File: config.mk
export PLATFORM = sky130hd
export DESIGN_NAME = video_byte_pixel_expander_top
export DESIGN_NICKNAME = d
export VERILOG_FILES = /design/src/design/vbpe_pkg.sv /design/src/design/vbpe_front.sv /design/src/design/vbpe_fifo.sv /design/src/design/vbpe_back.sv /design/src/design/video_byte_pixel_expander_top.sv
export VERILOG_INCLUDE_DIRS = /design/src /design/src/design
export SDC_FILE = /design/constraint.sdc
export NUM_CORES = 1
export LEC_CHECK = 0
export BUFFER_PORTS_ARGS = -buffer_cell sky130_fd_sc_hd__buf_2
export CORE_MARGIN = 2
export CORE_UTILIZATION = 26
export CTS_CLUSTER_SIZE = 25
export DETAILED_ROUTE_END_ITERATION = 8
export PLACE_DENSITY_LB_ADDON = 0.3
export SYNTH_ARGS = -nofsm -noshare
export SYNTH_HDL_FRONTEND = slang
export SYNTH_SLANG_ARGS = --single-unit
File: constraint.sdc
create_clock -name i_clk -period 5 [get_ports i_clk]
set_clock_uncertainty 0.05 [all_clocks]
set_input_delay 0.75 -clock i_clk [delete_from_list [all_inputs] [get_ports i_clk]]
set_output_delay 0.75 -clock i_clk [all_outputs]
set_load 0.05 [all_outputs]
File: src/design/video_byte_pixel_expander_top_assert.svh
// Assertion macros shared by the expander's modules.
`ifndef VIDEO_BYTE_PIXEL_EXPANDER_TOP_ASSERT_SVH
`define VIDEO_BYTE_PIXEL_EXPANDER_TOP_ASSERT_SVH

`ifndef ASSERT_OFF
`define VBPE_ASSERT(lbl, clk, rst_n, prop, msg) \
    lbl: assert property (@(posedge clk) disable iff (!rst_n) prop) else $error(msg);
`define VBPE_ASSERT_NEVER(lbl, clk, rst_n, cond, msg) \
    lbl: assert property (@(posedge clk) disable iff (!rst_n) !(cond)) else $error(msg);
`else
`define VBPE_ASSERT(lbl, clk, rst_n, prop, msg)
`define VBPE_ASSERT_NEVER(lbl, clk, rst_n, cond, msg)
`endif

`endif

File: src/design/vbpe_pkg.sv
`default_nettype none

package vbpe_pkg;

    // Video mode codes.
    localparam logic [2:0] MODE_LORES  = 3'd0;
    localparam logic [2:0] MODE_MEDRES = 3'd1;
    localparam logic [2:0] MODE_HIRES  = 3'd2;
    localparam logic [2:0] MODE_QUAD   = 3'd3;
    localparam logic [2:0] MODE_DOUBLE = 3'd4;

    // Configuration register indexes.
    localparam logic [1:0] REG_MODE = 2'd0;
    localparam logic [1:0] REG_PAGE = 2'd1;
    localparam logic [1:0] REG_CMAP = 2'd2;

    localparam logic [3:0] COLOR_WHITE = 4'd15;
    localparam logic [3:0] COLOR_BLACK = 4'd0;

    // How the back end splits a byte into spans.
    typedef enum logic [1:0] {
        KIND_NIBBLE,
        KIND_MONO,
        KIND_QUAD
    } t_kind;

    typedef struct packed {
        logic [2:0]  mode;
        logic [2:0]  page;
        logic [15:0] cmap;
    } t_cfg;

    typedef struct packed {
        logic [16:0] addr;
        logic [8:0]  x0;
        t_kind       kind;
        logic [1:0]  wsh;
        logic [7:0]  pix;
        logic [15:0] cmap;
    } t_desc;

    typedef struct packed {
        logic [16:0] addr;
        logic [8:0]  x;
        logic [3:0]  run;
        logic [3:0]  color;
        logic        last;
    } t_span;

endpackage

`default_nettype wire

File: src/design/vbpe_front.sv
`default_nettype none

module vbpe_front
    import vbpe_pkg::*;
(
    input  wire         i_clk,
    input  wire         i_rst_n,
    input  t_cfg        i_cfg,
    input  wire         i_valid,
    output logic        o_ready,
    input  wire  [7:0]  i_line,
    input  wire  [5:0]  i_col,
    input  wire  [7:0]  i_pix,
    output logic        o_desc_valid,
    output t_desc       o_desc,
    input  wire         i_desc_ready
);

    logic  r_valid;
    t_desc r_desc;
    logic  n_keep;
    t_desc n_desc;

    // Address, span layout and column check for the current mode.
    always_comb begin
        n_keep      = 1'b0;
        n_desc      = '0;
        n_desc.pix  = i_pix;
        n_desc.cmap = i_cfg.cmap;
        case (i_cfg.mode)
            MODE_LORES: begin
                n_keep      = !i_col[5];
                n_desc.kind = KIND_NIBBLE;
                n_desc.wsh  = 2'd3;
                n_desc.x0   = {i_col[4:0], 4'b0};
                n_desc.addr = (17'(i_cfg.page) << 11) + 17'({i_line[7:2], 5'b0})
                            + 17'(i_col);
            end
            MODE_MEDRES: begin
                n_keep      = 1'b1;
                n_desc.kind = KIND_NIBBLE;
                n_desc.wsh  = 2'd2;
                n_desc.x0   = {i_col, 3'b0};
                n_desc.addr = (17'(i_cfg.page) << 13) + 17'({i_line[7:1], 6'b0})
                            + 17'(i_col);
            end
            MODE_HIRES: begin
                n_keep      = !i_col[5];
                n_desc.kind = KIND_MONO;
                n_desc.wsh  = 2'd1;
                n_desc.x0   = {i_col[4:0], 4'b0};
                n_desc.addr = (17'(i_cfg.page) << 13) + 17'({i_line, 5'b0})
                            + 17'(i_col);
            end
            MODE_QUAD, MODE_DOUBLE: begin
                n_keep      = 1'b1;
                n_desc.kind = (i_cfg.mode == MODE_QUAD) ? KIND_QUAD : KIND_MONO;
                n_desc.wsh  = (i_cfg.mode == MODE_QUAD) ? 2'd1 : 2'd0;
                n_desc.x0   = {i_col, 3'b0};
                n_desc.addr = (17'(i_cfg.page) << 14) + (17'(i_line[0]) << 13)
                            + 17'({i_line[7:1], 6'b0}) + 17'(i_col);
            end
            default: begin
                n_keep = 1'b0;
            end
        endcase
    end

    assign o_ready      = !r_valid || i_desc_ready;
    assign o_desc_valid = r_valid;
    assign o_desc       = r_desc;

    // Bytes that paint nothing are taken and dropped here.
    always_ff @(posedge i_clk) begin
        if (!i_rst_n) begin
            r_valid <= 1'b0;
        end else if (o_ready) begin
            r_valid <= i_valid && n_keep;
        end
    end

    always_ff @(posedge i_clk) begin
        if (o_ready) begin
            r_desc <= n_desc;
        end
    end

endmodule

`default_nettype wire

File: src/design/vbpe_fifo.sv
`default_nettype none
`include "video_byte_pixel_expander_top_assert.svh"

module vbpe_fifo
    import vbpe_pkg::*;
#(
    parameter int DEPTH = 4
) (
    input  wire    i_clk,
    input  wire    i_rst_n,
    input  wire    i_push,
    input  t_desc  i_push_data,
    output logic   o_full,
    input  wire    i_pop,
    output logic   o_nonempty,
    output t_desc  o_pop_data
);

    localparam int PW = (DEPTH > 1) ? $clog2(DEPTH) : 1;
    localparam int CW = $clog2(DEPTH + 1);
    localparam logic [PW-1:0] LAST_PTR = PW'(DEPTH - 1);

    t_desc         r_mem [DEPTH];
    logic [PW-1:0] r_wr;
    logic [PW-1:0] r_rd;
    logic [CW-1:0] r_count;
    logic          do_push;
    logic          do_pop;

    assign o_full     = (r_count == CW'(DEPTH));
    assign o_nonempty = (r_count != '0);
    assign o_pop_data = r_mem[r_rd];
    assign do_push    = i_push && !o_full;
    assign do_pop     = i_pop && o_nonempty;

    always_ff @(posedge i_clk) begin
        if (!i_rst_n) begin
            r_wr    <= '0;
            r_rd    <= '0;
            r_count <= '0;
        end else begin
            if (do_push) begin
                r_wr <= (r_wr == LAST_PTR) ? '0 : r_wr + 1'b1;
            end
            if (do_pop) begin
                r_rd <= (r_rd == LAST_PTR) ? '0 : r_rd + 1'b1;
            end
            if (do_push && !do_pop) begin
                r_count <= r_count + 1'b1;
            end else if (do_pop && !do_push) begin
                r_count <= r_count - 1'b1;
            end
        end
    end

    always_ff @(posedge i_clk) begin
        if (do_push) begin
            r_mem[r_wr] <= i_push_data;
        end
    end

    `VBPE_ASSERT_NEVER(a_count_bound, i_clk, i_rst_n, r_count > CW'(DEPTH), "queue count overflow")
    `VBPE_ASSERT(a_empty_ptrs, i_clk, i_rst_n, (r_count == '0) |-> (r_wr == r_rd), "empty queue with pointers apart")

endmodule

`default_nettype wire

File: src/design/vbpe_back.sv
`default_nettype none
`include "video_byte_pixel_expander_top_assert.svh"

module vbpe_back
    import vbpe_pkg::*;
(
    input  wire    i_clk,
    input  wire    i_rst_n,
    input  wire    i_desc_valid,
    input  t_desc  i_desc,
    output logic   o_pop,
    output logic   o_valid,
    input  wire    i_ready,
    output t_span  o_span
);

    logic       r_busy;
    t_desc      r_desc;
    logic [2:0] r_idx;
    logic       r_out_valid;
    t_span      r_out;

    logic       advance;
    logic       span_last;
    logic [7:0] mono_bits;
    logic [7:0] quad_bits;
    logic [1:0] sel;
    t_span      n_span;

    always_comb begin
        mono_bits = r_desc.pix << r_idx;
        quad_bits = r_desc.pix << {r_idx[1:0], 1'b0};
        sel       = quad_bits[7:6];
        n_span.addr = r_desc.addr;
        n_span.x    = r_desc.x0 + (9'(r_idx) << r_desc.wsh);
        n_span.run  = 4'd1 << r_desc.wsh;
        case (r_desc.kind)
            KIND_NIBBLE: begin
                span_last    = (r_idx == 3'd1);
                n_span.color = r_idx[0] ? r_desc.pix[3:0] : r_desc.pix[7:4];
            end
            KIND_QUAD: begin
                span_last    = (r_idx == 3'd3);
                n_span.color = r_desc.cmap[{sel, 2'b0} +: 4];
            end
            KIND_MONO: begin
                span_last    = (r_idx == 3'd7);
                n_span.color = mono_bits[7] ? COLOR_WHITE : COLOR_BLACK;
            end
            default: begin
                span_last    = 1'b1;
                n_span.color = COLOR_BLACK;
            end
        endcase
        n_span.last = span_last;
    end

    // One span leaves per cycle while i_ready is high; the next byte is
    // fetched while its predecessor's final span loads, with no gap.
    assign advance = !r_out_valid || i_ready;
    assign o_pop   = advance && (!r_busy || span_last) && i_desc_valid;
    assign o_valid = r_out_valid;
    assign o_span  = r_out;

    always_ff @(posedge i_clk) begin
        if (!i_rst_n) begin
            r_busy      <= 1'b0;
            r_out_valid <= 1'b0;
        end else if (advance) begin
            r_out_valid <= r_busy;
            if (o_pop) begin
                r_busy <= 1'b1;
            end else if (span_last) begin
                r_busy <= 1'b0;
            end
        end
    end

    always_ff @(posedge i_clk) begin
        if (advance) begin
            if (r_busy) begin
                r_out <= n_span;
            end
            if (o_pop) begin
                r_desc <= i_desc;
                r_idx  <= '0;
            end else if (r_busy) begin
                r_idx <= r_idx + 1'b1;
            end
        end
    end

    `VBPE_ASSERT(a_nibble_idx, i_clk, i_rst_n, (r_busy && r_desc.kind == KIND_NIBBLE) |-> (r_idx <= 3'd1), "nibble span index out of range")
    `VBPE_ASSERT(a_quad_idx, i_clk, i_rst_n, (r_busy && r_desc.kind == KIND_QUAD) |-> (r_idx <= 3'd3), "four-color span index out of range")
    `VBPE_ASSERT(a_mid_byte, i_clk, i_rst_n, (r_out_valid && i_ready && !r_out.last) |-> r_busy, "byte left before its last span")

endmodule

`default_nettype wire

File: src/design/video_byte_pixel_expander_top.sv
// Video byte pixel expander.
// The input stream carries one video memory byte per word with its scanline and
// byte column. For each byte the output stream carries a run of pixel spans,
// left to right, each with the byte's fetch address, start x, width and palette
// index; tlast marks the final span of the byte. Low-res and medium-res give two
// spans, four-color gives four, hi-res and double-res mono give eight. A byte
// whose column lies past the mode's line, or any byte in an undefined mode, is
// taken and gives no spans.
// An accepted byte passes the decoder register, the queue, the generator's byte
// register and the output register before its first span leaves. The span
// generator emits one span per cycle while the receiver is ready and so sets
// the sustained rate. A queue of FIFO_DEPTH decoded bytes sits between the
// decoder and generator; input is taken every cycle while the queue has room.
// When the receiver stalls the current span holds in the output register and the
// queue fills; once it is full, tready falls. Reset clears the configuration
// registers to zero, empties the queue and drops any span in flight.
// The user must write configuration through i_cfg_we / i_cfg_idx / i_cfg_data
// only while the block is idle, which it does not enforce; index 3 is ignored.
`default_nettype none

module video_byte_pixel_expander_top
    import vbpe_pkg::*;
#(
    parameter int FIFO_DEPTH = 4
) (
    input  wire         i_clk,
    input  wire         i_rst_n,
    input  wire         i_cfg_we,
    input  wire  [1:0]  i_cfg_idx,
    input  wire  [15:0] i_cfg_data,
    input  wire         i_s_axis_tvalid,
    output logic        o_s_axis_tready,
    // scanline [7:0], column [13:8], pixel_byte [21:14], zero [23:22]
    input  wire  [23:0] i_s_axis_tdata,
    output logic        o_m_axis_tvalid,
    input  wire         i_m_axis_tready,
    // fetch_addr [16:0], pixel_x [25:17], run_length [29:26],
    // color_index [33:30], zero [39:34]
    output logic [39:0] o_m_axis_tdata,
    output logic        o_m_axis_tlast
);

    t_cfg  r_cfg;
    logic  front_valid;
    t_desc front_desc;
    logic  fifo_full;
    logic  fifo_nonempty;
    t_desc fifo_desc;
    logic  back_pop;
    t_span span;

    // Configuration registers; writes are masked to each register's width.
    always_ff @(posedge i_clk) begin
        if (!i_rst_n) begin
            r_cfg <= '0;
        end else if (i_cfg_we) begin
            case (i_cfg_idx)
                REG_MODE: r_cfg.mode <= i_cfg_data[2:0];
                REG_PAGE: r_cfg.page <= i_cfg_data[2:0];
                REG_CMAP: r_cfg.cmap <= i_cfg_data;
                default:  r_cfg      <= r_cfg;
            endcase
        end
    end

    // Decoder: works out the address and span layout of each byte.
    vbpe_front u_front (
        .i_clk        (i_clk),
        .i_rst_n      (i_rst_n),
        .i_cfg        (r_cfg),
        .i_valid      (i_s_axis_tvalid),
        .o_ready      (o_s_axis_tready),
        .i_line       (i_s_axis_tdata[7:0]),
        .i_col        (i_s_axis_tdata[13:8]),
        .i_pix        (i_s_axis_tdata[21:14]),
        .o_desc_valid (front_valid),
        .o_desc       (front_desc),
        .i_desc_ready (!fifo_full)
    );

    vbpe_fifo #(
        .DEPTH (FIFO_DEPTH)
    ) u_fifo (
        .i_clk       (i_clk),
        .i_rst_n     (i_rst_n),
        .i_push      (front_valid),
        .i_push_data (front_desc),
        .o_full      (fifo_full),
        .i_pop       (back_pop),
        .o_nonempty  (fifo_nonempty),
        .o_pop_data  (fifo_desc)
    );

    // Span generator: registered output; one span per cycle unless stalled.
    vbpe_back u_back (
        .i_clk        (i_clk),
        .i_rst_n      (i_rst_n),
        .i_desc_valid (fifo_nonempty),
        .i_desc       (fifo_desc),
        .o_pop        (back_pop),
        .o_valid      (o_m_axis_tvalid),
        .i_ready      (i_m_axis_tready),
        .o_span       (span)
    );

    assign o_m_axis_tdata = {6'b0, span.color, span.run, span.x, span.addr};
    assign o_m_axis_tlast = span.last;

endmodule

`default_nettype wire
## Word level (Yosys, flattened, before mapping)

Memories as Yosys holds them, arrays and structs flattened. A register that Yosys moved wholly into a read port is not among the register bits.
Index checks and enable logic that the tools add are counted.

| word-level totals | value |
|---|---|
| output and inout port bits | 43 |
| register bits | 124 |
| logic and storage cells | 107 |
| bits of input ports | 47 |
| RAM bits | 216 |
| memories kept | 1 |

Memory list:

| name | words | bits a word | rd ports | clocked after memory_dff | write ports | RTL line | RTL |
|---|---|---|---|---|---|---|---|
| u_fifo.r_mem | 4 | 54 | 1 | 1 | 1 | vbpe_fifo.sv:23 | `t_desc r_mem [DEPTH];` |

| cells by class | value |
|---|---|
| shift operators | 5 |
| muxes and demuxes | 17 |
| reductions and logical operators | 34 |
| add/sub/neg operators | 15 |
| equal/unequal tests | 14 |

Operator list:

| kind | number |
|---|---|
| $pmux 30 s4 | 1 |
| $add 17x6->17 | 4 |
| $add 16x13->17 | 2 |
| $add 17x13->17 | 1 |
| $add 17x14->17 | 1 |
| $shiftx 16x5->4 | 1 |
| $shl 8x3->8 | 2 |
| $add 14x11->15 | 1 |
| $reduce_and 2->1 | 7 |
| $pmux 4 s3 | 1 |
| $add 9x9->9 | 1 |
| $eq 3x2->1 const B | 3 |
| $eq 3x3->1 const B | 3 |
| $mux 3 | 3 |
| $shl 3x2->9 | 1 |
| $eq 2x2->1 const B | 4 |
| $mux 4 | 2 |
| $logic_and 1x1->1 | 7 |
| $logic_not 1->1 | 7 |
| $add 3x1->3 const B | 2 |
| $eq 3x1->1 const B | 2 |
| $mux 2 | 3 |
| $reduce_bool 2->1 | 3 |
| $mux 1 | 5 |
| other kinds (12) | 18 |

## Depth between registers and ports, before layout

Gate-level depths: netlist of run 1.

| depth | value |
|---|---|
| depth in word-level cells | 9 |
| depth in mapped cells | 12 |
| mapped depth without buffers | 12 |

## By module

A second synthesis of run 1 with hierarchy kept.

| unflattened totals | value |
|---|---|
| cells, all modules | 854 |
| area, all modules | 15,588.7 um^2 |

Modules (own cells, without submodules):

| module | instances | area an instance (um^2) | cells an instance | sequential area each (um^2) |
|---|---|---|---|---|
| vbpe_fifo | 1 | 8,340.5 | 333 | 6,666.4 |
| vbpe_back | 1 | 3,806.2 | 220 | 2,802.7 |
| vbpe_front | 1 | 2,521.2 | 202 | 1,551.5 |
| video_byte_pixel_expander_top | 1 | 920.9 | 99 | 440.4 |

## Least setup slack after synthesis of run 1

OpenSTA, ideal clock, no wires.

| timing | value |
|---|---|
| kind | reg2reg |
| from | register u_back.r_desc[26] (netlist name) |
| to | register u_fifo.r_count[2] |
| setup time | 0.076 ns |
| path buffers | 0 |
| required time | 4.874 ns |
| clock period less this slack | 3.838 ns |
| arrival | 3.712 ns |
| slack | 1.162 ns |
| stages on the path, launching flop included | 13 |
| path through | edfxtp_1 -> inv_1 -> ha_1 -> xnor2_1 -> a31oi_1 -> a21oi_2 -> inv_1 -> ha_1 -> inv_1 -> fa_1 -> xor2_1 -> or3_1 -> a21boi_0 |

| on the way | value |
|---|---|
| cells in the longest elaborated chain, start to end | 9 |
| elaborated cells on any way between the ends | 13 |
| classes of those cells | eq/ne: 2; mux: 2; reduce/logical: 9 |

Ends and longest elaborated chain:

| what | RTL line | RTL |
|---|---|---|
| start: declaration | vbpe_back.sv:18 | `t_desc r_desc;` |
| start signal: assignment | vbpe_back.sv:85 | `r_desc <= i_desc;` |
| $eq 2x1->1 (tied with other cells) | vbpe_back.sv:37 | `case (r_desc.kind)` |
| $pmux 1 s3 * | vbpe_back.sv:37 |  |
| $logic_or 1x1->1 * | vbpe_back.sv:61 | `assign o_pop = advance && (!r_busy \|\| span_last) && i_desc_valid;` |
| $logic_and 1x1->1 * (2 in a row) | vbpe_back.sv:61 |  |
| $logic_and 1x1->1 * | vbpe_fifo.sv:34 | `assign do_pop = i_pop && o_nonempty;` |
| $logic_not 1->1 | vbpe_fifo.sv:48 | `if (do_push && !do_pop) begin` |
| $logic_and 1x1->1 | vbpe_fifo.sv:48 |  |
| $mux 3 or $reduce_bool 2->1 (tied branches) | n/a |  |
| end signal: assignment | vbpe_fifo.sv:49 | `r_count <= r_count + 1'b1;` |
| end signal: assignment | vbpe_fifo.sv:51 | `r_count <= r_count - 1'b1;` |
| end: declaration | vbpe_fifo.sv:26 | `logic [CW-1:0] r_count;` |

Every way passes the cells marked *; elsewhere a longest branch is shown, timed or not.
A chain may end at the register's enable or synchronous reset.

## Worst setup path in the final report of run 1

Ends and elaborated chain as after synthesis.

==> results of run 1 <==
per-layer routing:
layer	vias to the layer above	global-route usage, %
met3	46	2.24
met1	3529	12.4
met4	10	3.14
li1	3287	-
met5	-	0
met2	121	17.1
worst paths after layout:
check                       end          startpoint  depth (start not counted)  slack (ns)
max reg2reg   u_fifo.r_count[2]   u_back.r_desc[26]                         12        2.02
min reg2reg   u_front.o_desc[0]            r_cfg[0]                          0        0.36
min          u_front.o_desc[16]  i_s_axis_tdata[14]                          1        0.32
max           u_fifo.r_count[2]   u_back.r_desc[26]                         12        2.02
stage by stage:
step,std cells,hold WS (ns)
floorplan,807,0.350
global route,1672,0.297
detailed placement,1599,0.355
finish,1672,0.324
global placement,1599,0.355
CTS,1671,0.292
power by group through the flow:
stage                     logic [W]  registers [W]  clock network [W]
after floorplan             0.00126        0.00486                  0
after global placement      0.00204        0.00465                  0
after detailed placement    0.00206        0.00467                  0
after CTS                   0.00207        0.00460            0.00301
after global routing        0.00221        0.00466            0.00313
final                       0.00202        0.00458            0.00292
area by class of cell:
type	count	area, um2
inverter	16	60.1
multi-input combinational	375	3350
fill	5396	38100
clock buffer	51	1060
sequential	376	11000
timing repair buffer	84	428
tap	748	936
antenna	1	2.50
clock inverter	21	245
sequential cells by signal, indices dropped and copies added, names as in the netlist, 3 cells and up:
signal	cells
r_cfg	22
u_fifo.r_count	3
u_back.o_span	35
u_front.o_desc	51
u_back.r_idx	3
u_back.r_desc	34
u_back.n_span	17
u_fifo.r_mem	204
cell usage after synthesis, types with 2 or more instances:
cell type | instances | share of area, %
and2_1 | 14 | 0.60
o21ai_0 | 24 | 0.83
mux2_2 | 6 | 0.46
nor2b_1 | 20 | 0.86
buf_2 | 11 | 0.38
fa_1 | 2 | 0.28
mux2i_1 | 21 | 1.4
a31oi_1 | 6 | 0.26
a221oi_1 | 2 | 0.12
nor2_1 | 28 | 0.72
a2bb2oi_1 | 4 | 0.24
a21boi_1 | 4 | 0.21
nand2b_1 | 7 | 0.30
inv_1 | 14 | 0.36
nand2_1 | 55 | 1.4
buf_4 | 7 | 0.36
xnor2_1 | 12 | 0.72
clkbuf_1 | 19 | 0.49
nor3_1 | 4 | 0.14
and3_1 | 6 | 0.26
edfxtp_1 | 344 | 71
a21boi_0 | 16 | 0.83
nand3b_1 | 3 | 0.15
a21o_1 | 2 | 0.10
nand4_1 | 3 | 0.13
dfxtp_1 | 32 | 4.4
nand3_1 | 9 | 0.31
xor2_1 | 7 | 0.42
o211ai_1 | 4 | 0.21
mux4_2 | 53 | 8.2
nor3b_1 | 2 | 0.10
ha_1 | 18 | 1.5
a21oi_1 | 17 | 0.58
o21a_1 | 4 | 0.21
cells in the final DEF, fill, tap and decap left out, drive strengths merged, types with 3 or more instances in the layout:
cell type    n
a31oi        6
a21boi      20
bufinv       3
nand2       56
xor2         7
o21a         4
inv         18
nand2b       7
and2        14
ha          18
nor3         4
a2bb2oi      4
o211ai       4
mux2i       21
buf         84
a21oi       18
conb         6
nand3        9
clkinv      13
o21ai       24
nand4        3
nor2b       20
clkbuf      51
nand3b       3
nor2        28
xnor2       12
and3         6
mux2         7
mux4        54
dfxtp       32
edfxtp     344
clkinvlp     3
logic make-up after synthesis:
logic type | count (synthesis)
AO/OA/AOI/OAI | 92
multiplexers | 82
XOR/XNOR | 19
adder cells (fa/ha/maj) | 20
other | 1
flip-flops | 376
AND/OR/NAND/NOR | 156
buffers and inverters | 56
==> run summary, run 1 <==
status - completed
fmax - 335 MHz
gr usage total - 9.95%
Adder-Cell Fraction of Synth Area - 1.82%
dpl hpwl - 16,900 um
Max-cap violations - 0
worst-margin pin slew - 1.04 ns
number of buffers created by CTS - 40
Post-Route WL - 28,600 um
Clock Tree Buf Depth - 3
Hold Path Class - in -> reg
final net count - 960
Crit-path slowest cell - a31oi_1
initial antenna violation count - 6
Post-CTS Hold Fix Bufs - 0
largest family of logic cells by synthesized area - multiplexers
CP max FO - 3
CTS root buffer - clkbuf_16
TritonCTS clock tree - yes
Startpoint Class - register
gp weighted congestion - 0.756
routed len/inst - 17.1 um
Post-Synth Simple-Gate Area - 5.28%
CP Buf/Inv Count - 3
sw frac - 30.2%
sequential area share after synthesis - 75.4%
Logic pwr share - 21.2%
ys flop type - edfxtp_1
Req. time, crit path - 5.43 ns
post-synthesis compound-gate area fraction - 4.09%
Seq pwr share - 48.1%
drt first pass iters - 4
worst skew pair latency - 0.55 ns
Post-CTS Resized - 0
critical path type - reg -> reg
I/O pin total - 90
Design Area, Final - 17,100 um2
1st-iter DRT viols - 365
Max Slew Vio Count - 0
synthesized cell area - 14,600 um2
most frequent CP cell - inv_1
clock slew seen by the registers of the worst setup and hold paths - 0.06 ns
asr flop ratio synth - 0%
layout overhead on the synthesized area - 17.3%
metal2 WL - 14,300 um
Pwr per Cell Area - 557 nW/um2
die height - 241 um
setup_tns - 0 ns
CP arrival - 3.41 ns
fraction of synthesized area in multiplexers - 10.4%
M1 WL - 12,200 um
Peak VDD IR - 336 uV
YS warnings - 0
Port Buffers - 81
slowest stage delay, CP - 0.55 ns
number of synthesized register bits - 376
Post-Synth XOR/XNOR Area - 1.14%
Setup-failing EPs final - 0
Largest delay share family, worst path - compound AO/OA/AOI/OAI gates
Cell Chain, Critical Path - inv_1, ha_1, xnor2_1, a31oi_1, a21oi_4, inv_1, ha_1, inv_1, fa_1, xor2_1, or3_1, a21boi_0
max_slew headroom - 30.6%
Place WS - 1.95 ns
Final Power - 0.00951 W
total placed instance area - 15,800 um2
core area - 55,200 um2
Post-DRT Antenna Nets - 0
final worst slack - 2.02 ns
pin count of the biggest net entering global routing - 60
Core Util, Final - 30.9%
drt drc - 0
Tcrit/Tclk final - 59.7%
Pleak - 5.70 nW
EDFF count, synth - 344
die width - 241 um
vias in the first global route - 7,313
Vias - 6,993
Post-Synthesis Cells - 802
CTS Sinks - 376
routed vias/inst - 4.18
critical path endpoint category - register
internal power - 0.00664 W
Rows - 86
post-synth cell types - 56
gr ovfl total - 0
sw power - 0.00287 W
Clk network pwr share - 30.6%
top routing layer in use - met5
Period minus WS final - 2.98 ns
# H-tree levels - 2
layout cell share with drive strength beyond 1 - 23.0%
first-pass GRT wire length - 43,500 um
Final Hold Vio Count - 0
Mean Syn Cell Area - 18.1 um2
met3 WL - 1420 um
Die Area - 57,900 um2
Starting Density - 26.4%
RSZ-0062 raised after global routing - false
Setup Buffers After CTS - 0
Note: power is estimated with default switching activity, not from simulation.
==> run 2, diff against run 1 <==
ABC_AREA = 1   (was unset)
clock period = 2.92 ns   (was 5 ns; I/O delays follow)
==> run 2 against run 1 <==
Effect of this change: fmax increased by 20%; sequential power grew 69%; clock power grew 63%; critical path type unchanged.
==> run summary, run 2 <==
core area - 55,300 um2
critical path endpoint category - register
number of buffers created by CTS - 39
Biggest register - u_fifo.r_mem
initial antenna violation count - 6
Req. time, crit path - 3.28 ns
1st-iter DRT viols - 569
Rows - 86
gp weighted congestion - 0.780
routed vias/inst - 4.27
synthesized cell area - 14,600 um2
die height - 241 um
Post-Route WL - 31,000 um
CP arrival - 2.84 ns
fmax - 404 MHz
leading area contributor after synthesis - edfxtp_1
status - completed
final net count - 1,281
gr usage total - 10.7%
Peak VDD IR - 414 uV
Tcrit/Tclk final - 84.8%
clock slew seen by the registers of the worst setup and hold paths - 0.06 ns
EDFF count, synth - 344
most frequent cell after synthesis - edfxtp_1
Crit-path slowest cell - edfxtp_1
CP Buf/Inv Count - 3
worst-margin pin slew - 0.630 ns
Place WS - 0.456 ns
Pleak - 6.17 nW
Mean Syn Cell Area - 13.1 um2
dpl hpwl - 19,900 um
max_slew headroom - 58.0%
Post-synth top cells - 344 x edfxtp_1, 174 x nor2_1, 142 x o21ai_0, 94 x nand2_1, 74 x inv_1
Post-CTS Resized - 0
Final Power - 0.0169 W
# H-tree levels - 2
Period minus WS final - 2.48 ns
number of synthesized register bits - 376
Post-CTS Hold Fix Bufs - 0
pin count of the biggest net entering global routing - 87
first-pass GRT wire length - 48,100 um
Final Hold Vio Count - 0
share of the synthesized area in the top cell type - 70.7%
Starting Density - 26.4%
gr ovfl total - 0
slowest stage delay, CP - 0.42 ns
CP max FO - 3
Setup-failing EPs final - 0
Cell Chain, Critical Path - inv_1, ha_1, inv_1, nand2_1, nand2_1, nor2_4, nand2_2, nand3_2, nand3_2, ha_1, inv_1, fa_1, a21oi_1, o21ai_0, o21ai_0, a21oi_1
Post-DRT Antenna Nets - 0
Largest register FFs - 204
final worst slack - 0.443 ns
synth top area cells - edfxtp_1 71%, o21ai_0 4.9%, nor2_1 4.5%, dfxtp_1 4.4%, nand2_1 2.4%
drt first pass iters - 5
CTS Sinks - 376
I/O pin total - 90
drt drc - 0
Max-cap violations - 0
setup slack, reg-to-reg - 0.44 ns
asr flop ratio synth - 0%
YS warnings - 0
RSZ-0062 raised after global routing - false
CTS root buffer - clkbuf_16
Die Area - 58,100 um2
critical path type - reg -> reg
Post-Synthesis Cells - 1,114
vias in the first global route - 8,461
Largest delay share family, worst path - adder cells
die width - 241 um
Startpoint Class - register
Port Buffers - 81
Clock Tree Buf Depth - 3
Pwr per Cell Area - 981 nW/um2
routed len/inst - 15.6 um
highest-count cells in the layout ignoring fill and taps - 344 x edfxtp_1, 169 x nor2_1, 142 x o21ai_0
Max Slew Vio Count - 0
layout overhead on the synthesized area - 17.7%
commonest non-fill, non-tap cell in the layout - edfxtp_1
Vias - 8,509
ys flop type - edfxtp_1
Setup Buffers After CTS - 0
Hold Path Class - in -> reg
most frequent CP cell - inv_1
sequential area share after synthesis - 75.1%
TritonCTS clock tree - yes
worst skew pair latency - 0.54 ns
layout cell share with drive strength beyond 1 - 15.4%
post-synth cell types - 39
## run 2: cell types whose count changed after synthesis, sizes merged, moves of 14 or more
cell,before,now
nor2,28,182
o21ai,24,146
inv,15,81
mux4,54,0
o22ai,1,53
nand3,9,55
nand2,56,100
mux2i,21,0
a21boi,20,0
nor2b,20,0
and2,14,0
## run 2: per-layer routing
metal  global-route usage (%)  wire length (um)  up-vias
li1                         -                 -     4187
met1                     13.8             14100     4129
met2                     17.8             14600      139
met3                     2.63              1710       46
met4                     2.94               571        8
met5                        0                46        -
## run 2: kinds of logic after synthesis
group                      synth area share (%)
adders and majority gates                  1.82
and+or+nand+nor                            10.1
DFF                                        75.1
buffers and inverters                      3.86
other                                    0.0257
xor gates and xnor gates                  0.300
AOI/OAI and AO/OA                          8.81
## run 2: power breakdown
| part | leakage, nW | internal [W] | switching (W) | total [W] |
|---|---|---|---|---|
| combinational | 2.02 | 0.00117 | 0.00320 | 0.00438 |
| sequential | 3.56 | 0.00727 | 0.000465 | 0.00774 |
| clock | 0.594 | 0.00279 | 0.00197 | 0.00476 |
| total | 6.17 | 0.0112 | 0.00564 | 0.0169 |
## run 2: per-stage QoR
step           cell area (um2)  hold slack, ns  setup TNS, ns  utilization [%]  cells
6_report                 17200          0.0394              0             31.1   1992
5_1_grt                  17200          0.0183              0             31.1   1992
4_1_cts                  17200         0.00886              0             31.1   1991
3_5_place_dp             16000           0.356              0             28.9   1921
3_3_place_gp             16000           0.355              0             28.9   1921
2_1_floorplan            14600           0.350         -68.13                -   1119
## run 2: worst paths after layout
path / from / end / cells past startpoint
setup / recovery: u_back.r_desc[26] / u_fifo.r_count[2] / 16
setup reg to reg: u_back.r_desc[26] / u_fifo.r_count[2] / 16
hold / removal: i_s_axis_tdata[17] / u_front.o_desc[19] / 1
hold reg to reg: u_back.n_span[28] / u_back.o_span[28] / 0
## run 2: area by class of cell
class	count	area, um2
Tap cell	748	936
Sequential cell	376	11000
Clock buffer	51	1040
Clock inverter	19	179
Antenna cell	1	2.50
Inverter	81	309
Fill cell	5563	38100
Timing Repair Buffer	103	621
Multi-Input combinational cell	613	3130
